--- config.mk ---
export PLATFORM = sky130hd
export DESIGN_NAME = ambient_light_display_dimmer_flat
export DESIGN_NICKNAME = d
export VERILOG_FILES = /design/src/design/alddm_pkg.sv /design/src/design/alddm_item_if.sv /design/src/design/alddm_result_if.sv /design/src/design/alddm_calc.sv /design/src/design/ambient_light_display_dimmer.sv /design/src/flat_wrapper.sv
export SDC_FILE = /design/constraint.sdc
export NUM_CORES = 1
export LEC_CHECK = 0
export ABC_AREA = 1
export BUFFER_PORTS_ARGS = -buffer_cell sky130_fd_sc_hd__clkbuf_2
export CORE_MARGIN = 1
export CORE_UTILIZATION = 36
export DETAILED_ROUTE_END_ITERATION = 8
export GPL_TIMING_DRIVEN = 0
export SYNTH_ARGS = -nofsm -noshare
export SYNTH_HDL_FRONTEND = slang
export SYNTH_SLANG_ARGS = --single-unit
--- constraint.sdc ---
create_clock -name clk -period 6.3 [get_ports clk]
set_input_delay 1.26 -clock clk [delete_from_list [all_inputs] [get_ports clk]]
set_output_delay 1.26 -clock clk [all_outputs]
set_load 0.03 [all_outputs]
--- src/design/alddm_pkg.sv ---
// Shared types, constants and helper functions of the ambient light display dimmer.
package alddm_pkg;

	// Field and state widths.
	localparam int WIN_W      = 12;
	localparam int RAMP_W     = 8;
	localparam int SUM_W      = 29;
	localparam int CNT_W      = 13;
	localparam int LIGHT_W    = 16;
	localparam int PERIOD_W   = 7;
	localparam int DIGIT_W    = 4;
	localparam int DIVIDEND_W = SUM_W + 1;
	localparam int SAMPLE_W   = 16;
	localparam int CFG_IDX_W  = 1;
	localparam int CFG_DATA_W = WIN_W;

	// Default sample resolution of the converter.
	localparam int SAMPLE_BITS_DEF = 16;

	// Reset values and dimming constants.
	localparam logic [WIN_W-1:0]    WINDOW_RESET = WIN_W'(2000);
	localparam logic [RAMP_W-1:0]   RAMP_RESET   = RAMP_W'(30);
	localparam logic [LIGHT_W-1:0]  LIGHT_CLAMP  = LIGHT_W'(241);
	localparam logic [PERIOD_W-1:0] PERIOD_TOP   = PERIOD_W'(72);
	localparam logic [PERIOD_W-1:0] PERIOD_STEP  = PERIOD_W'(8);
	localparam logic [PERIOD_W-1:0] PERIOD_RESET = PERIOD_W'(8);
	localparam int                  LEVEL_DIV    = 30;
	localparam int                  LEVEL_COUNT  = 8;

	// Request codes.
	localparam logic CMD_SAMPLE = 1'b0;
	localparam logic CMD_TICK   = 1'b1;

	// Configuration register indexes.
	typedef enum logic [CFG_IDX_W-1:0] {
		REG_WINDOW_LEN    = 1'b0,
		REG_RAMP_INTERVAL = 1'b1
	} cfg_reg_t;

	// Request to the shared divide and digit unit.
	typedef struct packed {
		logic                  start;
		logic [DIVIDEND_W-1:0] dividend;
		logic [CNT_W-1:0]      divisor;
	} calc_req_t;

	// Status and results of the shared divide and digit unit.
	typedef struct packed {
		logic               busy;
		logic               done;
		logic [LIGHT_W-1:0] quotient;
		logic [DIGIT_W-1:0] hundreds;
		logic [DIGIT_W-1:0] tens;
		logic [DIGIT_W-1:0] ones;
	} calc_rsp_t;

	// Limit the light value to the clamp level.
	function automatic logic [LIGHT_W-1:0] clamp_light(input logic [LIGHT_W-1:0] light);
		return (light > LIGHT_CLAMP) ? LIGHT_CLAMP : light;
	endfunction

	// Scan period target: top value less one step per level of thirty.
	function automatic logic [PERIOD_W-1:0] period_target(input logic [LIGHT_W-1:0] light);
		logic [DIGIT_W-1:0] level;
		level = '0;
		for (int k = 1; k <= LEVEL_COUNT; k++) begin
			if (light >= LIGHT_W'(k * LEVEL_DIV)) begin
				level = level + DIGIT_W'(1);
			end
		end
		return PERIOD_TOP - PERIOD_W'({level, 3'b000});
	endfunction

endpackage

--- src/design/alddm_item_if.sv ---
// Request channel of the dimmer: a sensor sample or a timer tick.
interface alddm_item_if;
	logic                          valid;
	logic                          ready;
	logic                          command;
	logic [alddm_pkg::SAMPLE_W-1:0] sample;

	modport source (output valid, command, sample, input ready);
	modport sink (input valid, command, sample, output ready);
endinterface

--- src/design/alddm_result_if.sv ---
// Result channel of the dimmer: light value, digits and scan period.
interface alddm_result_if;
	logic                           valid;
	logic                           ready;
	logic [alddm_pkg::LIGHT_W-1:0]  avg_light;
	logic                           new_average;
	logic [alddm_pkg::DIGIT_W-1:0]  digit_hundreds;
	logic [alddm_pkg::DIGIT_W-1:0]  digit_tens;
	logic [alddm_pkg::DIGIT_W-1:0]  digit_ones;
	logic [alddm_pkg::PERIOD_W-1:0] scan_period;

	modport source (output valid, avg_light, new_average, digit_hundreds, digit_tens,
		digit_ones, scan_period, input ready);
	modport sink (input valid, avg_light, new_average, digit_hundreds, digit_tens,
		digit_ones, scan_period, output ready);
endinterface

--- src/design/alddm_calc.sv ---
// Shared iterative unit: restoring divider followed by a binary to decimal conversion.
module alddm_calc (
	input  logic                 clk,
	input  logic                 arst_n,
	input  alddm_pkg::calc_req_t req,
	output alddm_pkg::calc_rsp_t rsp
);

	localparam int DIV_W  = alddm_pkg::DIVIDEND_W;
	localparam int DEN_W  = alddm_pkg::CNT_W;
	localparam int BIN_W  = alddm_pkg::LIGHT_W;
	localparam int DIG_W  = alddm_pkg::DIGIT_W;
	localparam int BCD_W  = 3 * DIG_W;
	localparam int STEP_W = $clog2(DIV_W);

	typedef enum logic [1:0] {
		CALC_IDLE,
		CALC_DIV,
		CALC_BCD
	} calc_state_t;

	calc_state_t        state_q;
	logic [STEP_W-1:0]  step_q;
	logic [DEN_W-1:0]   rem_q;
	logic [DEN_W-1:0]   divisor_q;
	logic [DIV_W-1:0]   work_q;
	logic [BIN_W-1:0]   quotient_q;
	logic [BCD_W-1:0]   bcd_q;
	logic               done_q;

	logic [DEN_W:0]     shifted;
	logic [DEN_W+1:0]   diff;
	logic               fits;
	logic [DEN_W-1:0]   rem_next;
	logic [DIV_W-1:0]   work_next;
	logic [BCD_W-1:0]   bcd_adj;

	// One restoring division step: trial subtraction of the divisor.
	always_comb begin
		shifted   = {rem_q, work_q[DIV_W-1]};
		diff      = {1'b0, shifted} - {2'b00, divisor_q};
		fits      = !diff[DEN_W+1];
		rem_next  = fits ? diff[DEN_W-1:0] : shifted[DEN_W-1:0];
		work_next = {work_q[DIV_W-2:0], fits};
	end

	// One double-dabble step: digits of five or more are raised by three before the shift.
	// Only three digits are kept, so the result is the value modulo one thousand.
	always_comb begin
		for (int d = 0; d < 3; d++) begin
			bcd_adj[d*DIG_W +: DIG_W] = (bcd_q[d*DIG_W +: DIG_W] >= DIG_W'(5)) ?
				bcd_q[d*DIG_W +: DIG_W] + DIG_W'(3) : bcd_q[d*DIG_W +: DIG_W];
		end
	end

	// Sequencer and datapath registers.
	always_ff @(posedge clk or negedge arst_n) begin
		if (!arst_n) begin
			state_q    <= CALC_IDLE;
			step_q     <= '0;
			rem_q      <= '0;
			divisor_q  <= '0;
			work_q     <= '0;
			quotient_q <= '0;
			bcd_q      <= '0;
			done_q     <= 1'b0;
		end else begin
			done_q <= 1'b0;
			case (state_q)
				CALC_IDLE: begin
					if (req.start) begin
						step_q    <= '0;
						rem_q     <= '0;
						bcd_q     <= '0;
						divisor_q <= req.divisor;
						if (req.divisor == '0) begin
							// An empty window averages to zero.
							work_q     <= '0;
							quotient_q <= '0;
							state_q    <= CALC_BCD;
						end else begin
							work_q  <= req.dividend;
							state_q <= CALC_DIV;
						end
					end
				end
				CALC_DIV: begin
					rem_q  <= rem_next;
					work_q <= work_next;
					if (step_q == STEP_W'(DIV_W - 1)) begin
						step_q     <= '0;
						quotient_q <= work_next[BIN_W-1:0];
						state_q    <= CALC_BCD;
					end else begin
						step_q <= step_q + STEP_W'(1);
					end
				end
				CALC_BCD: begin
					bcd_q  <= {bcd_adj[BCD_W-2:0], work_q[BIN_W-1]};
					work_q <= {work_q[DIV_W-2:0], 1'b0};
					if (step_q == STEP_W'(BIN_W - 1)) begin
						step_q  <= '0;
						done_q  <= 1'b1;
						state_q <= CALC_IDLE;
					end else begin
						step_q <= step_q + STEP_W'(1);
					end
				end
				default: begin
					state_q <= CALC_IDLE;
				end
			endcase
		end
	end

	assign rsp.busy     = (state_q != CALC_IDLE);
	assign rsp.done     = done_q;
	assign rsp.quotient = quotient_q;
	assign rsp.hundreds = bcd_q[2*DIG_W +: DIG_W];
	assign rsp.tens     = bcd_q[DIG_W +: DIG_W];
	assign rsp.ones     = bcd_q[0 +: DIG_W];

endmodule

--- src/design/ambient_light_display_dimmer.sv ---
// Top level of the ambient light display dimmer: request handling, state and result register.
//
// Requests arrive on the item channel: command 0 carries a light sample, command 1 a timer
// tick. Each request yields exactly one result on the result channel, in order. Samples are
// summed; once the event count passes window_len a rounded average is formed and its decimal
// digits are taken. After every ramp_interval+1 ticks the light value is clamped to 241 and
// the scan period moves one step of eight toward its target.
// A tick or a sample that forms no average is taken in ST_IDLE, and ST_FINISH then loads
// the result register. A sample that closes a window runs through the shared
// divide and digit unit: ST_IDLE takes the request and loads the unit, 30 division steps
// and 16 conversion steps follow, then ST_CALC takes the unit's result and ST_FINISH loads
// the result register. The block takes one request at a time and is not
// ready while the unit runs.
// The result register holds a finished result while the receiver stalls; the next request
// is still taken and its result waits until the register is free.
// Configuration writes (window_len at index 0, ramp_interval at index 1) take effect at once;
// the user must make them while the block is idle, which the block itself does not enforce.
// Reset sets window_len to 2000, ramp_interval to 30, the scan period to 8 and clears all counters, sums and digits.
module ambient_light_display_dimmer #(
	parameter int SAMPLE_BITS = alddm_pkg::SAMPLE_BITS_DEF
) (
	input  logic                             clk,
	input  logic                             arst_n,
	alddm_item_if.sink                       item,
	alddm_result_if.source                   result,
	input  logic                             cfg_we,
	input  logic [alddm_pkg::CFG_IDX_W-1:0]  cfg_index,
	input  logic [alddm_pkg::CFG_DATA_W-1:0] cfg_data
);

	localparam int WIN_W    = alddm_pkg::WIN_W;
	localparam int RAMP_W   = alddm_pkg::RAMP_W;
	localparam int SUM_W    = alddm_pkg::SUM_W;
	localparam int CNT_W    = alddm_pkg::CNT_W;
	localparam int LIGHT_W  = alddm_pkg::LIGHT_W;
	localparam int PERIOD_W = alddm_pkg::PERIOD_W;
	localparam int DIGIT_W  = alddm_pkg::DIGIT_W;
	localparam int DIV_W    = alddm_pkg::DIVIDEND_W;
	localparam int SMP_W    = alddm_pkg::SAMPLE_W;
	localparam logic [SMP_W-1:0] SAMPLE_MASK = SMP_W'((64'd1 << SAMPLE_BITS) - 64'd1);

	typedef enum logic [1:0] {
		ST_IDLE,
		ST_CALC,
		ST_FINISH
	} top_state_t;

	top_state_t           state_q;
	logic [WIN_W-1:0]     window_q;
	logic [RAMP_W-1:0]    ramp_q;
	logic [WIN_W-1:0]     event_q;
	logic [CNT_W-1:0]     scount_q;
	logic [SUM_W-1:0]     sum_q;
	logic [LIGHT_W-1:0]   light_q;
	logic [DIGIT_W-1:0]   hund_q;
	logic [DIGIT_W-1:0]   tens_q;
	logic [DIGIT_W-1:0]   ones_q;
	logic [PERIOD_W-1:0]  period_q;
	logic [RAMP_W-1:0]    tick_q;
	logic                 started_q;
	logic                 fresh_q;

	logic                 out_valid_q;
	logic [LIGHT_W-1:0]   out_light_q;
	logic                 out_fresh_q;
	logic [DIGIT_W-1:0]   out_hund_q;
	logic [DIGIT_W-1:0]   out_tens_q;
	logic [DIGIT_W-1:0]   out_ones_q;
	logic [PERIOD_W-1:0]  out_period_q;

	alddm_pkg::calc_req_t calc_req;
	alddm_pkg::calc_rsp_t calc_rsp;

	logic                 accept;
	logic [SMP_W-1:0]     smp;
	logic [WIN_W:0]       event_next;
	logic                 window_done;
	logic [RAMP_W:0]      tick_next;
	logic                 ramp_fire;
	logic [LIGHT_W-1:0]   light_clamped;
	logic [PERIOD_W-1:0]  ramp_target;
	logic [PERIOD_W-1:0]  period_ramped;
	logic [LIGHT_W-1:0]   avg_clamped;
	logic                 out_free;

	// Request decode and counter comparisons.
	always_comb begin
		accept        = item.valid && item.ready;
		smp           = item.sample & SAMPLE_MASK;
		event_next    = {1'b0, event_q} + (WIN_W+1)'(1);
		window_done   = (event_next > {1'b0, window_q});
		tick_next     = {1'b0, tick_q} + (RAMP_W+1)'(1);
		ramp_fire     = (tick_next > {1'b0, ramp_q});
		light_clamped = alddm_pkg::clamp_light(light_q);
		ramp_target   = alddm_pkg::period_target(light_clamped);
		avg_clamped   = alddm_pkg::clamp_light(calc_rsp.quotient);
		out_free      = !out_valid_q || result.ready;
	end

	// Ramp step: move the period one step toward the target.
	always_comb begin
		if (period_q > ramp_target) begin
			period_ramped = period_q - alddm_pkg::PERIOD_STEP;
		end else if (period_q < ramp_target) begin
			period_ramped = period_q + alddm_pkg::PERIOD_STEP;
		end else begin
			period_ramped = period_q;
		end
	end

	// Average request to the shared unit: rounded by half the count.
	always_comb begin
		calc_req.start    = accept && (item.command == alddm_pkg::CMD_SAMPLE) && window_done;
		calc_req.dividend = DIV_W'(sum_q) + DIV_W'(scount_q >> 1);
		calc_req.divisor  = scount_q;
	end

	alddm_calc u_calc (
		.clk    (clk),
		.arst_n (arst_n),
		.req    (calc_req),
		.rsp    (calc_rsp)
	);

	// Sequencer, dimmer state, configuration and result register.
	always_ff @(posedge clk or negedge arst_n) begin
		if (!arst_n) begin
			state_q      <= ST_IDLE;
			window_q     <= alddm_pkg::WINDOW_RESET;
			ramp_q       <= alddm_pkg::RAMP_RESET;
			event_q      <= '0;
			scount_q     <= '0;
			sum_q        <= '0;
			light_q      <= '0;
			hund_q       <= '0;
			tens_q       <= '0;
			ones_q       <= '0;
			period_q     <= alddm_pkg::PERIOD_RESET;
			tick_q       <= '0;
			started_q    <= 1'b0;
			fresh_q      <= 1'b0;
			out_valid_q  <= 1'b0;
			out_light_q  <= '0;
			out_fresh_q  <= 1'b0;
			out_hund_q   <= '0;
			out_tens_q   <= '0;
			out_ones_q   <= '0;
			out_period_q <= '0;
		end else begin
			// Configuration writes.
			if (cfg_we) begin
				case (alddm_pkg::cfg_reg_t'(cfg_index))
					alddm_pkg::REG_WINDOW_LEN:    window_q <= cfg_data;
					alddm_pkg::REG_RAMP_INTERVAL: ramp_q   <= cfg_data[RAMP_W-1:0];
					default: ;
				endcase
			end

			// The receiver has taken the held result and no new one replaces it.
			if (out_valid_q && result.ready && (state_q != ST_FINISH)) begin
				out_valid_q <= 1'b0;
			end

			case (state_q)
				ST_IDLE: begin
					if (accept) begin
						fresh_q <= 1'b0;
						case (item.command)
							alddm_pkg::CMD_SAMPLE: begin
								if (window_done) begin
									// The closing sample opens the next window.
									event_q  <= '0;
									scount_q <= CNT_W'(1);
									sum_q    <= SUM_W'(smp);
									state_q  <= ST_CALC;
								end else begin
									event_q  <= event_next[WIN_W-1:0];
									scount_q <= scount_q + CNT_W'(1);
									sum_q    <= sum_q + SUM_W'(smp);
									state_q  <= ST_FINISH;
								end
							end
							alddm_pkg::CMD_TICK: begin
								if (ramp_fire) begin
									tick_q   <= '0;
									light_q  <= light_clamped;
									period_q <= period_ramped;
								end else begin
									tick_q <= tick_next[RAMP_W-1:0];
								end
								state_q <= ST_FINISH;
							end
							default: begin
								state_q <= ST_FINISH;
							end
						endcase
					end
				end
				ST_CALC: begin
					if (calc_rsp.done) begin
						fresh_q <= 1'b1;
						hund_q  <= calc_rsp.hundreds;
						tens_q  <= calc_rsp.tens;
						ones_q  <= calc_rsp.ones;
						// The first nonzero average sets the period directly.
						if (!started_q && (calc_rsp.quotient != '0)) begin
							started_q <= 1'b1;
							light_q   <= avg_clamped;
							period_q  <= alddm_pkg::period_target(avg_clamped);
						end else begin
							light_q <= calc_rsp.quotient;
						end
						state_q <= ST_FINISH;
					end
				end
				ST_FINISH: begin
					if (out_free) begin
						out_valid_q  <= 1'b1;
						out_light_q  <= light_q;
						out_fresh_q  <= fresh_q;
						out_hund_q   <= hund_q;
						out_tens_q   <= tens_q;
						out_ones_q   <= ones_q;
						out_period_q <= period_q;
						state_q      <= ST_IDLE;
					end
				end
				default: begin
					state_q <= ST_IDLE;
				end
			endcase
		end
	end

	assign item.ready            = (state_q == ST_IDLE);
	assign result.valid          = out_valid_q;
	assign result.avg_light      = out_light_q;
	assign result.new_average    = out_fresh_q;
	assign result.digit_hundreds = out_hund_q;
	assign result.digit_tens     = out_tens_q;
	assign result.digit_ones     = out_ones_q;
	assign result.scan_period    = out_period_q;

	// The scan period stays a multiple of eight between its limits.
	a_period_range: assert property (@(posedge clk) disable iff (!arst_n)
		(period_q[2:0] == 3'b000) && (period_q >= alddm_pkg::PERIOD_RESET) &&
		(period_q <= alddm_pkg::PERIOD_TOP))
		else $error("scan period out of range");

	// Once the first nonzero average has been seen, it stays seen.
	a_started_sticky: assert property (@(posedge clk) disable iff (!arst_n)
		started_q |=> started_q)
		else $error("started flag dropped");

	// A request is never taken while the shared unit is still working.
	a_ready_unit_idle: assert property (@(posedge clk) disable iff (!arst_n)
		item.ready |-> !calc_rsp.busy)
		else $error("ready while divide unit busy");

	// Every digit held in the result register is a decimal digit.
	a_digits_decimal: assert property (@(posedge clk) disable iff (!arst_n)
		out_valid_q |-> (out_hund_q <= DIGIT_W'(9)) && (out_tens_q <= DIGIT_W'(9)) &&
		(out_ones_q <= DIGIT_W'(9)))
		else $error("digit out of decimal range");

	// The unit reports completion only while the sequencer waits for it.
	a_done_in_calc: assert property (@(posedge clk) disable iff (!arst_n)
		calc_rsp.done |-> (state_q == ST_CALC))
		else $error("divide unit finished outside the average step");

endmodule

--- src/flat_wrapper.sv ---
// flat-port wrapper written by rule: the top's interface ports become plain ports
module ambient_light_display_dimmer_flat 
#(
	parameter int SAMPLE_BITS = alddm_pkg::SAMPLE_BITS_DEF
)
  (clk, arst_n, cfg_we, cfg_index, cfg_data, item_valid, item_command, item_sample, item_ready, result_valid, result_avg_light, result_new_average, result_digit_hundreds, result_digit_tens, result_digit_ones, result_scan_period, result_ready);
  alddm_item_if item_i ();
  alddm_result_if result_i ();
  input  logic clk;
  input  logic arst_n;
  input  logic cfg_we;
  input  logic [alddm_pkg::CFG_IDX_W-1:0] cfg_index;
  input  logic [alddm_pkg::CFG_DATA_W-1:0] cfg_data;
  input wire logic [$bits(item_i.valid)-1:0] item_valid;
  input wire logic [$bits(item_i.command)-1:0] item_command;
  input wire logic [$bits(item_i.sample)-1:0] item_sample;
  output wire logic [$bits(item_i.ready)-1:0] item_ready;
  output wire logic [$bits(result_i.valid)-1:0] result_valid;
  output wire logic [$bits(result_i.avg_light)-1:0] result_avg_light;
  output wire logic [$bits(result_i.new_average)-1:0] result_new_average;
  output wire logic [$bits(result_i.digit_hundreds)-1:0] result_digit_hundreds;
  output wire logic [$bits(result_i.digit_tens)-1:0] result_digit_tens;
  output wire logic [$bits(result_i.digit_ones)-1:0] result_digit_ones;
  output wire logic [$bits(result_i.scan_period)-1:0] result_scan_period;
  input wire logic [$bits(result_i.ready)-1:0] result_ready;
  assign item_i.valid = item_valid;
  assign item_i.command = item_command;
  assign item_i.sample = item_sample;
  assign item_ready = item_i.ready;
  assign result_valid = result_i.valid;
  assign result_avg_light = result_i.avg_light;
  assign result_new_average = result_i.new_average;
  assign result_digit_hundreds = result_i.digit_hundreds;
  assign result_digit_tens = result_i.digit_tens;
  assign result_digit_ones = result_i.digit_ones;
  assign result_scan_period = result_i.scan_period;
  assign result_i.ready = result_ready;
  ambient_light_display_dimmer #(.SAMPLE_BITS(SAMPLE_BITS)) u_core (.clk(clk), .arst_n(arst_n), .item(item_i), .result(result_i), .cfg_we(cfg_we), .cfg_index(cfg_index), .cfg_data(cfg_data));
endmodule
==> results.sh <==
export IMPL_dominantRegCellSynth="dfrtp_1"
export IMPL_fillers=4157
export IMPL_routabilityCongestion=0.890
export IMPL_clk_pin_slew_ns=0.06
export IMPL_r2r_slack_ns=-0.19
export IMPL_p_per_area_mw_per_mm2=586
export IMPL_synthTopCellsByArea="dfrtp_1 (38%), nand2_1 (9.2%), ha_1 (8.1%)"
export IMPL_drv_slew=0
export IMPL_synth_top_area_frac=0.378
export IMPL_ys_seq_area_frac=0.396
export IMPL_arrival_ns=6.93
export IMPL_diodes=0
export IMPL_num_vias=13606
export IMPL_worstSetupPathType="reg -> reg"
export IMPL_wl_per_cell_microns=14.4
export IMPL_async_flop_share=1.00
export IMPL_syn_area_sq_mm=0.0154
export IMPL_grt_max_degree=115
export IMPL_max_stage_delay_ns=0.43
export IMPL_syn_to_final_growth_pct=16.1
export IMPL_routed_wl_microns=38800
export IMPL_core_area_sq_mm=0.0421
export IMPL_drc=0
export IMPL_irDropWorstVdd_mv=0.314
export IMPL_die_width_microns=209
export IMPL_die_area_sq_mm=0.0437
export IMPL_avgViaCountPerCell=5.04
export IMPL_drv_cap=0
export IMPL_num_rows=75
export IMPL_end_kind="flip-flop"
export IMPL_holdWs_ns=0.465
export IMPL_rsz0062_at_grt="yes"
export IMPL_setup_viol=3
export IMPL_relSlewSlack=0.443
export IMPL_cts_root_buf="clkbuf_16"
export IMPL_status="finished, violations left"
export IMPL_hold_viol_final=0
export IMPL_cp_max_fo=7
export IMPL_violations="negative setup slack"
export IMPL_cts_buffers=28
export IMPL_fin_nets=2278
export IMPL_cp_slowest_cell="dfrtp_1"
export IMPL_synth_edf_count=0
export IMPL_start_util=0.366
export IMPL_htree_levels=1
export IMPL_hold_path_class="reg -> reg"
export IMPL_avgSynthCellArea_sq_um=7.70
export IMPL_ys_types=65
export IMPL_fin_crit_sh=1.03
export IMPL_dp_hpwl_microns=29100
export IMPL_netlist_instances=2006
export IMPL_clockBufferDepth=3
export IMPL_yosys_area_top_type="dfrtp_1"
export IMPL_drtPass1Iterations=7
export IMPL_min_period_ns=6.49
export IMPL_max_freq_mhz=154
export IMPL_io_buffers=69
export IMPL_grt_overflow=0
export IMPL_path_buf_inv=6
export IMPL_ios=73
export IMPL_grt_pass1_vias=13265
export IMPL_synth_seq_cells=244
export IMPL_worst_path_dominant_cell_family="simple AND/OR/NAND/NOR gates"
export IMPL_drive_gt1_frac=0.139
export IMPL_grt_first_pass_wirelength_microns=65100
export IMPL_total_power_mw=10.5
export IMPL_cts_tree="done"
export IMPL_skew_ns=0.0114
export IMPL_setup_ws_ns=-0.186
export IMPL_worst_skew_pair_late_latency_ns=0.56
export IMPL_die_y_microns=209
export IMPL_power_leakage_nw=8.88
export IMPL_yosysWarnings=0
export IMPL_pre_cts_slack_ns=-0.864
export IMPL_ant_nets=0
export IMPL_startpoint_type="flip-flop"
export IMPL_antenna_found_initial=1
export IMPL_path_common_cell="nand2_2"
export IMPL_drt_iter0_drc=789
export IMPL_cts_sinks=244
export IMPL_tightest_slew_ns=0.835
export IMPL_crit_required_ns=6.74
export IMPL_grt_total_usage=0.179
-- report_power, final --
group | internal, mW | switching (mW) | total [mW] | leakage [nW]
combinational | 2.51 | 3.83 | 6.35 | 5.28
sequential | 2.06 | 0.400 | 2.46 | 3.13
clock | 1.01 | 0.685 | 1.69 | 0.460
-- synthesized netlist by cell type (5+ instances only) --
| library cell | number |
|---|---|
| inv_1 | 314 |
| a21o_1 | 7 |
| nor4_1 | 7 |
| dfrtp_1 | 233 |
| nand3_1 | 121 |
| clkbuf_1 | 45 |
| o211ai_1 | 23 |
| nor2_2 | 13 |
| ha_1 | 100 |
| nor2_1 | 120 |
| dfstp_2 | 11 |
| nand2_1 | 380 |
| a21oi_1 | 126 |
| a31oi_1 | 6 |
| nand3b_1 | 7 |
| mux2_2 | 13 |
| o21ai_0 | 232 |
| nand2_2 | 28 |
| o21ai_1 | 14 |
| nand3_2 | 6 |
| buf_2 | 5 |
| xor2_1 | 39 |
| inv_2 | 8 |
| o22ai_1 | 17 |
| xnor2_1 | 9 |
| a22oi_1 | 8 |
| nand4_1 | 24 |
| nor3_1 | 21 |
-- worst min-delay path, delay by kind of cell (launching register included) --
family,cells,cell delay (ns)
buf+inv,1,0.04
flops,1,0.33
compound gates,1,0.06
-- stage by stage --
stage | utilization | TNS, ns | cells | instance area, sq um
6_report | 0.426 | -0.246 | 2700 | 17900
5_1_grt | 0.426 | -1.78 | 2700 | 17900
4_1_cts | 0.421 | -0.117 | 2691 | 17800
3_5_place_dp | 0.392 | -2.44 | 2618 | 16500
3_3_place_gp | 0.391 | -288.47 | 2616 | 16500
2_1_floorplan | - | 0 | 2008 | 15400
-- cells by family (layout without fill, tap and decap cells) --
family | count (synthesis) | count (layout) | share of synthesized area
buffers and inverters | 381 | 534 | 0.0944
AND/OR/NAND/NOR | 749 | 749 | 0.218
AO/OA/AOI/OAI | 465 | 465 | 0.167
flip-flops | 244 | 244 | 0.396
other | 1 | 3 | 0.000243
multiplexers | 14 | 14 | 0.0101
adder cells (fa/ha/maj) | 104 | 104 | 0.0862
XOR/XNOR | 48 | 48 | 0.0272
-- timing repair --
item	CTS	global route
gates resized for setup	30	28
setup endpoints to repair	4	4
pin swaps	27	33
hold buffers	0	0
buffers inserted	21	10
-- per-layer routing --
layer  track usage  vias to the layer above  routed length, microns
met4        0.0505                        0                     803
met2         0.299                      278                   18000
li1              -                     6888                       -
met1         0.244                     6399                   18300
met3        0.0203                       41                    1680
met5             0                        -                       0
-- sequential cells by signal, summed over array words and instances, names as in the netlist, 2 cells and up --
signal / flops
u_core.light_q: 16
u_core.ramp_q: 8
u_core.state_q: 2
u_core.tens_q: 4
u_core.tick_q: 8
u_core.u_calc.bcd_q: 12
u_core.u_calc.work_q: 30
u_core.u_calc.state_q: 2
u_core.u_calc.rem_q: 13
u_core.scount_q: 13
u_core.period_q: 4
u_core.result.scan_period: 4
u_core.event_q: 12
u_core.window_q: 12
u_core.result.digit_hundreds: 4
u_core.result.digit_ones: 4
u_core.result.avg_light: 16
u_core.ones_q: 4
u_core.u_calc.divisor_q: 13
u_core.u_calc.step_q: 5
u_core.u_calc.quotient_q: 16
u_core.sum_q: 29
u_core.result.digit_tens: 4
u_core.hund_q: 4
-- path summary, 6_finish.rpt --
| kind | from | end | cells after the start |
|---|---|---|---|
| setup / recovery | u_core.light_q[2] | u_core.period_q[6] | 48 |
| hold / removal | u_core.started_q | u_core.started_q | 2 |
| setup reg to reg | u_core.light_q[2] | u_core.period_q[6] | 48 |
| hold reg to reg | u_core.started_q | u_core.started_q | 2 |
| max in group asynchronous | arst_n | u_core.light_q[6] | 3 |
| min in group asynchronous | arst_n | u_core.sum_q[25] | 1 |
-- cell usage in the layout, fill, tap and decap left out, types with 7 or more instances in the layout --
| master | n |
|---|---|
| a21o_1 | 7 |
| a21oi_1 | 122 |
| a22oi_1 | 8 |
| buf_4 | 32 |
| clkbuf_1 | 52 |
| clkbuf_16 | 28 |
| clkbuf_2 | 68 |
| clkbuf_8 | 7 |
| dfrtp_1 | 230 |
| dfstp_2 | 11 |
| ha_1 | 95 |
| inv_1 | 308 |
| inv_2 | 13 |
| mux2_2 | 13 |
| nand2_1 | 371 |
| nand2_2 | 36 |
| nand3_1 | 118 |
| nand3_2 | 9 |
| nand3b_1 | 7 |
| nand4_1 | 24 |
| nor2_1 | 115 |
| nor2_2 | 14 |
| nor2_4 | 7 |
| nor3_1 | 20 |
| nor4_1 | 7 |
| o211ai_1 | 23 |
| o21ai_0 | 227 |
| o21ai_1 | 16 |
| o22ai_1 | 17 |
| xnor2_1 | 8 |
| xor2_1 | 38 |
-- area by class of cell --
class | instances | area, sq um | area share
multi-input combinational | 1383 | 8070 | 0.450
sequential | 244 | 6120 | 0.342
inverter | 326 | 1230 | 0.0684
clock buffer | 40 | 796 | 0.0444
tap | 539 | 674 | 0.0376
timing repair buffer | 101 | 638 | 0.0356
buffer | 55 | 234 | 0.0130
clock inverter | 12 | 165 | 0.00921
Power figures use the tool's default switching activity.
